### src/rtl/wpsteer_pkg.sv
package wpsteer_pkg;

    // Field widths
    localparam int COORD_WIDTH    = 24;
    localparam int OFFSET_WIDTH   = 17;
    localparam int HEADING_WIDTH  = 16;
    localparam int REG_WIDTH      = 16;
    localparam int CFG_AW         = 2;
    localparam int DIR_WIDTH      = 2;
    localparam int AMT_WIDTH      = 16;
    localparam int ERR_WIDTH      = 17;

    // Input beat layout, lowest field first
    localparam int TX_LSB  = 0;
    localparam int TY_LSB  = TX_LSB + COORD_WIDTH;
    localparam int CX_LSB  = TY_LSB + COORD_WIDTH;
    localparam int CY_LSB  = CX_LSB + COORD_WIDTH;
    localparam int OX_LSB  = CY_LSB + COORD_WIDTH;
    localparam int OY_LSB  = OX_LSB + OFFSET_WIDTH;
    localparam int HD_LSB  = OY_LSB + OFFSET_WIDTH;
    localparam int IN_BITS = HD_LSB + HEADING_WIDTH;
    localparam int IN_TDATA_W = ((IN_BITS + 7) / 8) * 8;

    localparam int OUT_BITS    = DIR_WIDTH + AMT_WIDTH + ERR_WIDTH;
    localparam int OUT_TDATA_W = ((OUT_BITS + 7) / 8) * 8;

    // CORDIC datapath
    localparam int CORDIC_ITERATIONS = 16;
    localparam int ATAN_DEPTH  = 24;
    localparam int ATAN_IW     = $clog2(ATAN_DEPTH);
    localparam int ATAN_WIDTH  = 22;
    localparam int DIFF_WIDTH  = ((COORD_WIDTH > OFFSET_WIDTH) ? COORD_WIDTH : OFFSET_WIDTH) + 2;
    localparam int SCALE_SHIFT = 56 - COORD_WIDTH;
    localparam int XW          = DIFF_WIDTH + SCALE_SHIFT + 2;
    localparam int ZW          = 27;
    localparam int ZQW         = ZW - 8;
    localparam int DEG180_Z    = 180 * 65536;

    localparam int DEG180_Q8 = 46080;
    localparam int DEG360_Q8 = 92160;
    localparam int WRAP_W    = 19;

    // Heading reduction: floor(h / 360) = (h * HDG_RECIP) >> HDG_RECIP_SHIFT for h < 2^15+1
    localparam int HDG_MOD         = 360;
    localparam int HDG_RECIP       = 46604;
    localparam int HDG_RECIP_SHIFT = 24;
    localparam int HDG_QW          = 7;
    localparam int HDG_REMW        = 9;
    localparam int CUR_W           = 18;

    // Shared multiplier: unsigned REG_WIDTH operand times signed MB_W operand
    localparam int MB_W = 18;
    localparam int PW   = REG_WIDTH + 1 + MB_W;
    localparam int AW   = PW + 1;
    localparam int MAG_SHIFT = 10;

    typedef enum logic [3:0] {
        ST_IDLE,
        ST_SETUP,
        ST_ITER,
        ST_ANGLE,
        ST_WRAP,
        ST_MULP,
        ST_MULD,
        ST_SUM,
        ST_DONE
    } state_t;

    typedef enum logic [CFG_AW-1:0] {
        REG_PROP_GAIN   = 2'd0,
        REG_DERIV_GAIN  = 2'd1,
        REG_MAX_CONTROL = 2'd2,
        REG_DEADBAND    = 2'd3
    } cfg_reg_t;

    typedef enum logic [DIR_WIDTH-1:0] {
        STEER_NONE  = 2'd0,
        STEER_RIGHT = 2'd1,
        STEER_LEFT  = 2'd2
    } steer_dir_t;

    localparam logic [REG_WIDTH-1:0] PROP_GAIN_RST   = 16'd1638;
    localparam logic [REG_WIDTH-1:0] DERIV_GAIN_RST  = 16'd1638;
    localparam logic [REG_WIDTH-1:0] MAX_CONTROL_RST = 16'd24576;
    localparam logic [REG_WIDTH-1:0] DEADBAND_RST    = 16'd768;

    // atan(2^-i) in degrees Q.16
    function automatic logic [ATAN_WIDTH-1:0] atan_q16(input logic [ATAN_IW-1:0] idx);
        logic [ATAN_WIDTH-1:0] v;
        unique case (idx)
            5'd0:    v = 22'd2949120;
            5'd1:    v = 22'd1740967;
            5'd2:    v = 22'd919879;
            5'd3:    v = 22'd466945;
            5'd4:    v = 22'd234379;
            5'd5:    v = 22'd117304;
            5'd6:    v = 22'd58666;
            5'd7:    v = 22'd29335;
            5'd8:    v = 22'd14668;
            5'd9:    v = 22'd7334;
            5'd10:   v = 22'd3667;
            5'd11:   v = 22'd1833;
            5'd12:   v = 22'd917;
            5'd13:   v = 22'd458;
            5'd14:   v = 22'd229;
            5'd15:   v = 22'd115;
            5'd16:   v = 22'd57;
            5'd17:   v = 22'd29;
            5'd18:   v = 22'd14;
            5'd19:   v = 22'd7;
            5'd20:   v = 22'd4;
            5'd21:   v = 22'd2;
            5'd22:   v = 22'd1;
            default: v = 22'd0;
        endcase
        return v;
    endfunction

endpackage

### src/rtl/waypoint_heading_pd_steer.sv
// From the accepted input beat to the output beat going valid: setup,
// CORDIC_ITERATIONS CORDIC steps, then six steps for wrap and gain products.
// One item at a time, set by the single CORDIC step unit and the one shared multiplier;
// a held output stalls the last step.
// Reset (rst_n low, asynchronous): sequencer idle, output empty, last error zero,
// gains, clamp and deadband at their defaults.
module waypoint_heading_pd_steer (
    input  logic                                clk,
    input  logic                                rst_n,
    input  logic                                cfg_we,
    input  logic [wpsteer_pkg::CFG_AW-1:0]      cfg_addr,
    input  logic [wpsteer_pkg::REG_WIDTH-1:0]   cfg_data,
    input  logic                                s_axis_tvalid,
    output logic                                s_axis_tready,
    // target_x, target_y, car_x, car_y, offset_x, offset_y, heading_deg, zero pad
    input  logic [wpsteer_pkg::IN_TDATA_W-1:0]  s_axis_tdata,
    output logic                                m_axis_tvalid,
    input  logic                                m_axis_tready,
    // steer_dir, steer_amount, heading_error, zero pad
    output logic [wpsteer_pkg::OUT_TDATA_W-1:0] m_axis_tdata
);
    import wpsteer_pkg::*;

    localparam logic [ATAN_IW-1:0] IT_LAST = ATAN_IW'(CORDIC_ITERATIONS - 1);
    localparam logic signed [ZQW-1:0] ZQ_MAX = ZQW'(DEG180_Q8);
    localparam logic signed [ZQW-1:0] ZQ_MIN = -ZQW'(DEG180_Q8);
    localparam logic signed [WRAP_W-1:0] WR_MAX = WRAP_W'(DEG180_Q8);
    localparam logic signed [WRAP_W-1:0] WR_MIN = -WRAP_W'(DEG180_Q8);
    localparam logic signed [WRAP_W-1:0] WR_TURN = WRAP_W'(DEG360_Q8);
    localparam logic signed [ERR_WIDTH-1:0] ERR_MAX = ERR_WIDTH'(DEG180_Q8);
    localparam logic signed [ERR_WIDTH-1:0] ERR_MIN = -ERR_WIDTH'(DEG180_Q8);

    state_t state_reg, state_next;
    logic   accept;
    logic   out_load;

    logic [REG_WIDTH-1:0] prop_gain_reg, deriv_gain_reg, max_control_reg, deadband_reg;

    logic signed [DIFF_WIDTH-1:0] dx_reg, dy_reg;
    logic [HEADING_WIDTH-1:0]     habs_reg;
    logic                         hneg_reg;
    logic                         zero_reg;

    logic signed [XW-1:0]    x_reg, y_reg;
    logic signed [ZW-1:0]    z_reg;
    logic [ATAN_IW-1:0]      it_reg;

    logic signed [ERR_WIDTH-1:0] ang_reg;
    logic signed [CUR_W-1:0]     cur_reg;
    logic signed [ERR_WIDTH-1:0] err_reg;
    logic signed [ERR_WIDTH-1:0] last_err_reg;
    logic signed [PW-1:0]        prod_reg;
    logic signed [AW-1:0]        acc_reg;

    logic                        m_valid_reg;
    steer_dir_t                  out_dir_reg;
    logic [AMT_WIDTH-1:0]        out_amt_reg;
    logic signed [ERR_WIDTH-1:0] out_err_reg;

    // Input unpack and difference vector
    logic signed [COORD_WIDTH-1:0]   tx, ty, cx, cy;
    logic signed [OFFSET_WIDTH-1:0]  ox, oy;
    logic signed [HEADING_WIDTH-1:0] hd;
    logic signed [HEADING_WIDTH:0]   hd_e;
    logic signed [DIFF_WIDTH-1:0]    dx_w, dy_w;
    logic [HEADING_WIDTH-1:0]        habs_w;

    assign tx = s_axis_tdata[TX_LSB +: COORD_WIDTH];
    assign ty = s_axis_tdata[TY_LSB +: COORD_WIDTH];
    assign cx = s_axis_tdata[CX_LSB +: COORD_WIDTH];
    assign cy = s_axis_tdata[CY_LSB +: COORD_WIDTH];
    assign ox = s_axis_tdata[OX_LSB +: OFFSET_WIDTH];
    assign oy = s_axis_tdata[OY_LSB +: OFFSET_WIDTH];
    assign hd = s_axis_tdata[HD_LSB +: HEADING_WIDTH];

    always_comb
    begin
        dx_w   = DIFF_WIDTH'(tx) - (DIFF_WIDTH'(cx) + DIFF_WIDTH'(ox));
        dy_w   = DIFF_WIDTH'(ty) - (DIFF_WIDTH'(cy) + DIFF_WIDTH'(oy));
        hd_e   = (HEADING_WIDTH + 1)'(hd);
        habs_w = hd[HEADING_WIDTH-1] ? HEADING_WIDTH'(-hd_e) : HEADING_WIDTH'(hd_e);
    end

    // CORDIC setup: scale up, turn half a circle when x is negative
    logic signed [XW-1:0] x_base, y_base, x_init, y_init;
    logic signed [ZW-1:0] z_init;

    always_comb
    begin
        x_base = XW'($signed({dx_reg, {SCALE_SHIFT{1'b0}}}));
        y_base = XW'($signed({dy_reg, {SCALE_SHIFT{1'b0}}}));
        if (dx_reg[DIFF_WIDTH-1])
        begin
            x_init = -x_base;
            y_init = -y_base;
            z_init = dy_reg[DIFF_WIDTH-1] ? -ZW'(DEG180_Z) : ZW'(DEG180_Z);
        end
        else
        begin
            x_init = x_base;
            y_init = y_base;
            z_init = '0;
        end
    end

    // Shared CORDIC step unit
    logic signed [XW-1:0] x_sh, y_sh, x_step, y_step;
    logic signed [ZW-1:0] atan_z, z_step;

    always_comb
    begin
        x_sh   = x_reg >>> it_reg;
        y_sh   = y_reg >>> it_reg;
        atan_z = $signed(ZW'(atan_q16(it_reg)));
        if (!y_reg[XW-1])
        begin
            x_step = x_reg + y_sh;
            y_step = y_reg - x_sh;
            z_step = z_reg + atan_z;
        end
        else
        begin
            x_step = x_reg - y_sh;
            y_step = y_reg + x_sh;
            z_step = z_reg - atan_z;
        end
    end

    // Angle rounding and heading remainder
    logic signed [ZW-1:0]      z_rnd;
    logic signed [ZQW-1:0]     z_q8;
    logic signed [ERR_WIDTH-1:0] ang_w;
    logic [HDG_QW-1:0]         hq;
    logic [HEADING_WIDTH:0]    hrem_full;
    logic [HDG_REMW-1:0]       hrem;
    logic signed [CUR_W-1:0]   cur_mag, cur_w;

    always_comb
    begin
        z_rnd = z_reg + ZW'(128);
        z_q8  = z_rnd[ZW-1:8];
        if (zero_reg)
            ang_w = '0;
        else if (z_q8 > ZQ_MAX)
            ang_w = ERR_MAX;
        else if (z_q8 < ZQ_MIN)
            ang_w = ERR_MIN;
        else
            ang_w = ERR_WIDTH'(z_q8);

        hq        = prod_reg[HDG_RECIP_SHIFT +: HDG_QW];
        hrem_full = (HEADING_WIDTH + 1)'(habs_reg)
                    - (HEADING_WIDTH + 1)'(hq) * (HEADING_WIDTH + 1)'(HDG_MOD);
        hrem      = hrem_full[HDG_REMW-1:0];
        cur_mag   = $signed({1'b0, hrem, 8'b0});
        cur_w     = hneg_reg ? -cur_mag : cur_mag;
    end

    // Error wrap into one half turn either way
    logic signed [WRAP_W-1:0] err_raw, err_wrap;

    always_comb
    begin
        err_raw = WRAP_W'(ang_reg) - WRAP_W'(cur_reg);
        priority if (err_raw > WR_MAX)
            err_wrap = err_raw - WR_TURN;
        else if (err_raw < WR_MIN)
            err_wrap = err_raw + WR_TURN;
        else
            err_wrap = err_raw;
    end

    // Shared multiplier
    logic [REG_WIDTH-1:0]     mul_a;
    logic signed [MB_W-1:0]   mul_b;
    logic signed [PW-1:0]     mul_p;

    always_comb
    begin
        unique case (state_reg)
            ST_SETUP:
            begin
                mul_a = REG_WIDTH'(HDG_RECIP);
                mul_b = $signed(MB_W'(habs_reg));
            end
            ST_MULP:
            begin
                mul_a = prop_gain_reg;
                mul_b = MB_W'(err_reg);
            end
            ST_MULD:
            begin
                mul_a = deriv_gain_reg;
                mul_b = MB_W'(err_reg) - MB_W'(last_err_reg);
            end
            default:
            begin
                mul_a = '0;
                mul_b = '0;
            end
        endcase
        mul_p = $signed({1'b0, mul_a}) * mul_b;
    end

    // Drive magnitude, clamp and direction
    logic signed [AW-1:0]      acc_abs;
    logic [AW-MAG_SHIFT-1:0]   mag;
    logic [AMT_WIDTH-1:0]      amt_w;
    logic signed [ERR_WIDTH:0] db_s, err_s;
    steer_dir_t                dir_w;

    always_comb
    begin
        acc_abs = acc_reg[AW-1] ? -acc_reg : acc_reg;
        mag     = acc_abs[AW-1:MAG_SHIFT];
        amt_w   = (mag > (AW - MAG_SHIFT)'(max_control_reg)) ? max_control_reg
                                                              : mag[AMT_WIDTH-1:0];
        db_s    = $signed((ERR_WIDTH + 1)'(deadband_reg));
        err_s   = (ERR_WIDTH + 1)'(err_reg);
        priority if (err_s < -db_s)
            dir_w = STEER_RIGHT;
        else if (err_s > db_s)
            dir_w = STEER_LEFT;
        else
            dir_w = STEER_NONE;
    end

    // Sequencer: next state
    always_comb
    begin
        state_next = state_reg;
        unique case (state_reg)
            ST_IDLE:  if (s_axis_tvalid) state_next = ST_SETUP;
            ST_SETUP: state_next = ST_ITER;
            ST_ITER:  if (it_reg == IT_LAST) state_next = ST_ANGLE;
            ST_ANGLE: state_next = ST_WRAP;
            ST_WRAP:  state_next = ST_MULP;
            ST_MULP:  state_next = ST_MULD;
            ST_MULD:  state_next = ST_SUM;
            ST_SUM:   state_next = ST_DONE;
            ST_DONE:  if (!m_valid_reg || m_axis_tready) state_next = ST_IDLE;
            default:  state_next = ST_IDLE;
        endcase
    end

    // Sequencer: outputs
    always_comb
    begin
        s_axis_tready = 1'b0;
        out_load      = 1'b0;
        unique case (state_reg)
            ST_IDLE: s_axis_tready = 1'b1;
            ST_DONE: out_load = !m_valid_reg || m_axis_tready;
            default:
            begin
                s_axis_tready = 1'b0;
                out_load      = 1'b0;
            end
        endcase
    end

    assign accept = s_axis_tvalid && s_axis_tready;

    // Control state
    always_ff @(posedge clk or negedge rst_n)
    begin
        if (!rst_n)
        begin
            state_reg       <= ST_IDLE;
            m_valid_reg     <= 1'b0;
            last_err_reg    <= '0;
            prop_gain_reg   <= PROP_GAIN_RST;
            deriv_gain_reg  <= DERIV_GAIN_RST;
            max_control_reg <= MAX_CONTROL_RST;
            deadband_reg    <= DEADBAND_RST;
        end
        else
        begin
            state_reg <= state_next;
            if (out_load)
            begin
                m_valid_reg  <= 1'b1;
                last_err_reg <= err_reg;
            end
            else if (m_axis_tready)
            begin
                m_valid_reg <= 1'b0;
            end
            if (cfg_we)
            begin
                unique case (cfg_reg_t'(cfg_addr))
                    REG_PROP_GAIN:   prop_gain_reg   <= cfg_data;
                    REG_DERIV_GAIN:  deriv_gain_reg  <= cfg_data;
                    REG_MAX_CONTROL: max_control_reg <= cfg_data;
                    REG_DEADBAND:    deadband_reg    <= cfg_data;
                endcase
            end
        end
    end

    // Datapath
    always_ff @(posedge clk)
    begin
        if (accept)
        begin
            dx_reg   <= dx_w;
            dy_reg   <= dy_w;
            habs_reg <= habs_w;
            hneg_reg <= hd[HEADING_WIDTH-1];
        end
        unique case (state_reg)
            ST_SETUP:
            begin
                x_reg    <= x_init;
                y_reg    <= y_init;
                z_reg    <= z_init;
                it_reg   <= '0;
                zero_reg <= (dx_reg == '0) && (dy_reg == '0);
                prod_reg <= mul_p;
            end
            ST_ITER:
            begin
                x_reg  <= x_step;
                y_reg  <= y_step;
                z_reg  <= z_step;
                it_reg <= it_reg + 1'b1;
            end
            ST_ANGLE:
            begin
                ang_reg <= ang_w;
                cur_reg <= cur_w;
            end
            ST_WRAP:
            begin
                err_reg <= err_wrap[ERR_WIDTH-1:0];
            end
            ST_MULP:
            begin
                prod_reg <= mul_p;
            end
            ST_MULD:
            begin
                acc_reg  <= AW'(prod_reg);
                prod_reg <= mul_p;
            end
            ST_SUM:
            begin
                acc_reg <= acc_reg + AW'(prod_reg);
            end
            default:
            begin
            end
        endcase
        if (out_load)
        begin
            out_dir_reg <= dir_w;
            out_amt_reg <= (dir_w == STEER_NONE) ? '0 : amt_w;
            out_err_reg <= err_reg;
        end
    end

    assign m_axis_tvalid = m_valid_reg;
    assign m_axis_tdata  = {{(OUT_TDATA_W - OUT_BITS){1'b0}},
                            out_err_reg, out_amt_reg, out_dir_reg};

    a_accept_starts: assert property (@(posedge clk) disable iff (!rst_n)
        accept |=> state_reg == ST_SETUP)
        else $error("accepted beat did not start the sequencer");

    a_done_holds: assert property (@(posedge clk) disable iff (!rst_n)
        (state_reg == ST_DONE && m_valid_reg && !m_axis_tready)
        |=> (state_reg == ST_DONE && $stable(out_err_reg)))
        else $error("result overwrote a held output beat");

    a_iter_bound: assert property (@(posedge clk) disable iff (!rst_n)
        state_reg == ST_ITER |-> it_reg <= IT_LAST)
        else $error("CORDIC step counter ran past the last step");

    a_none_zero: assert property (@(posedge clk) disable iff (!rst_n)
        (m_valid_reg && out_dir_reg == STEER_NONE) |-> out_amt_reg == '0)
        else $error("steer amount nonzero without a direction");

    a_err_range: assert property (@(posedge clk) disable iff (!rst_n)
        m_valid_reg |-> (out_err_reg <= ERR_MAX && out_err_reg >= ERR_MIN))
        else $error("heading error outside one half turn");

endmodule

### config.mk
export PLATFORM = sky130hd
export DESIGN_NAME = waypoint_heading_pd_steer
export DESIGN_NICKNAME = d
export VERILOG_FILES = /design/src/rtl/wpsteer_pkg.sv /design/src/rtl/waypoint_heading_pd_steer.sv
export SDC_FILE = /design/constraint.sdc
export NUM_CORES = 2
export LEC_CHECK = 0
export ABC_CLOCK_PERIOD_IN_PS = 12000
export BUFFER_PORTS_ARGS = -buffer_cell sky130_fd_sc_hd__buf_2
export CAP_MARGIN = 40
export CORE_UTILIZATION = 63
export CTS_CLUSTER_DIAMETER = 150
export CTS_CLUSTER_SIZE = 25
export DETAILED_ROUTE_END_ITERATION = 10
export PLACE_DENSITY = 0.81
export REMOVE_ABC_BUFFERS = 1
export SLEW_MARGIN = 20
export SYNTH_ARGS = -nofsm -noshare
export SYNTH_HDL_FRONTEND = slang
export SYNTH_SLANG_ARGS = --single-unit
### constraint.sdc
create_clock -name clk -period 12 [get_ports clk]
set_clock_uncertainty 0.15 [all_clocks]
set_input_delay 1.2 -clock clk [delete_from_list [all_inputs] [get_ports clk]]
set_output_delay 1.2 -clock clk [all_outputs]
set_load 0.01 [all_outputs]
==> impl_metrics.json <==
{
  "multi_input_area_um2": 42500,
  "cp-start-kind": "flop",
  "area_growth_pct": 4.94,
  "synth_area_leader_cell": "edfxtp_1",
  "fmax_ghz": 0.0974,
  "cts_buffers": 24,
  "rows": 112,
  "synth_mux_area_share_pct": 11.3,
  "pre_cts_slack_ns": 1.95,
  "antenna_found_initial": 2,
  "synth_flop_cell": "edfxtp_1",
  "period_minus_slack_ns": 10.26,
  "cts_tree": "built",
  "io_buffer_count": 205,
  "ctsRootBufferMaster": "clkbuf_16",
  "gp_congestion": 0.990,
  "regToRegSetupSlack_ns": 1.74,
  "start_util_pct": 64.0,
  "cts_max_path_buffers": 3,
  "wirelength_um": 174000,
  "die_x_um": 311,
  "syn-cell-area_um2": 60100,
  "cts.sinks": 480,
  "synth_compound_area_share_pct": 16.6,
  "synth_edf_count": 372,
  "synthAdderAreaFrac_pct": 20.4,
  "path_common_cell": "fa_1",
  "worstSetupPathType": "flop to flop",
  "ys_ff_latch": 480,
  "grt_pass1_wl_um": 275000,
  "drt_iter0_drc": 5731,
  "utilization_pct": 67.1,
  "avgSynthCellArea_um2": 9.08,
  "dp_hpwl_um": 136000,
  "synth.area.top_cells": "edfxtp_1 (19%), fa_1 (11%), ha_1 (9.0%), mux4_2 (6.3%), xnor2_1 (4.7%)",
  "fp.dieArea_um2": 96600,
  "n_fill_cell": 7523,
  "core-area_um2": 93900,
  "clk_pin_slew_ns": 0.10,
  "critPathMaxFanout": 14,
  "synth_xor_area_share_pct": 7.40,
  "drc": 0,
  "synthDominantCellAreaShare_pct": 18.6,
  "status": "completed",
  "timing.final.max_slew_violations": 0,
  "hold_slack_ns": 0.185,
  "pin_count": 217,
  "hold_class": "primary input to async pin",
  "first_global_vias": 50300,
  "synth_cell_type_count": 109,
  "vias": 51800,
  "critPathCaptureType": "flop",
  "worstPathArrival_ns": 10.52,
  "slew_headroom_pct": 37.6,
  "post-route-period-util_pct": 85.5,
  "tns_ns": 0,
  "worst_pin_slew_ns": 0.936,
  "maxCapViolCount": 0,
  "synth.most_common_cell": "inv_1",
  "cp_slowest_stage_delay_ns": 0.82,
  "die_y_um": 311,
  "cts_hold_buf": 0,
  "drive_gt1_share_pct": 11.2,
  "ant_nets": 0,
  "register_area_um2": 13800,
  "finalSetupViolCount": 0,
  "synth-seq-area-share_pct": 22.9,
  "synth_commonest_cells": "inv_1 (667), nor2_1 (595), nand2_1 (569)",
  "grt_max_degree": 154,
  "fin_ws_ns": 1.74,
  "synth_top_family_by_area": "adder cells",
  "hold_viol_final": 0,
  "synthArstFlopShare_pct": 17.9,
  "final_nets": 7602,
  "viasPerCell": 6.54,
  "cts_resized": 0,
  "yosys.area_share.simple_pct": 14.9,
  "grt_setup_unrepaired": "no",
  "critPathSlowestCell": "o41ai_1",
  "clock_latency_ns": 0.67,
  "postSynthCellCount": 6617,
  "yosysWarnings": 0,
  "post-cts-setup-buffers": 0,
  "drt-pass1-iter-count": 7,
  "htree_num_levels": 1,
  "worst-endpoint-required_ns": 12.25,
  "wl_per_cell_um": 21.9,
  "grt.total_usage_pct": 35.6,
  "overflow": 0
}
logic make-up (layout without fill, tap and decap cells):
logic type,Yosys count,count (layout)
compound gates,1543,1543
xor+xnor,506,506
fa+ha+maj,775,775
buf+inv,962,1011
flops,480,480
mux,449,449
other cells,1,6
simple gates,1901,1901
layer usage:
metal  global-route usage (%)  routed length (µm)
met1                     45.9               66900
met4                     16.5                9040
met2                     58.0               80800
met3                     6.79               17000
met5                        0                  45
cells in the final DEF, fill, tap and decap left out, drive strengths merged, types with 70 or more instances in the layout:
| cell type | netlist | routed |
|---|---|---|
| o21a | 85 | 85 |
| o21ai | 366 | 366 |
| inv | 668 | 670 |
| nand3 | 101 | 101 |
| fa | 342 | 342 |
| nor2 | 595 | 595 |
| ha | 433 | 433 |
| buf | 106 | 297 |
| nor3 | 137 | 137 |
| xor2 | 186 | 186 |
| dfrtp | 70 | 70 |
| xnor2 | 319 | 319 |
| edfxtp | 372 | 372 |
| a21oi | 383 | 383 |
| mux2 | 136 | 136 |
| a21o | 143 | 143 |
| mux4 | 170 | 170 |
| a31oi | 92 | 92 |
| nand2 | 570 | 570 |
| mux2i | 143 | 143 |
worst max-delay path: cells and delay by family (launching register included):
family	cells	cell delay [ns]
AO/OA/AOI/OAI	13	4.42
adder cells (fa/ha/maj)	8	3.84
flip-flops	1	0.53
AND/OR/NAND/NOR	3	0.52
buffers and inverters	5	0.40
XOR/XNOR	1	0.17
per-stage QoR:
stage | std cells | area (µm²)
after floorplan | 6327 | 58700
after global placement | 7856 | 62000
after detailed placement | 7872 | 62200
after CTS | 7916 | 62900
after global routing | 7924 | 63000
final | 7925 | 63000
cell type report:
cell class              count  area share [%]
flip-flops and latches    480            21.9
diodes                      1         0.00397
clock inverters             5           0.119
repair buffers            299            3.01
well taps                1254            2.49
inverters                 668            3.99
clock buffers              39            1.04
multi-input cells        5179            67.5
worst paths after layout:
kind	from	endpoint	cells after the start
worst max-delay path	err_reg[2]	prod_reg[32]	30
worst min-delay path	rst_n	m_axis_tvalid	1
worst max register to register	err_reg[2]	prod_reg[32]	30
worst min register to register	deriv_gain_reg[14]	deriv_gain_reg[14]	1
max in group asynchronous	rst_n	max_control_reg[14]	3
min in group clk	deriv_gain_reg[14]	deriv_gain_reg[14]	1
Power is left out: the tool's default activity adds up to more than one toggle a clock period on the data nets, which glitch-free logic cannot reach.
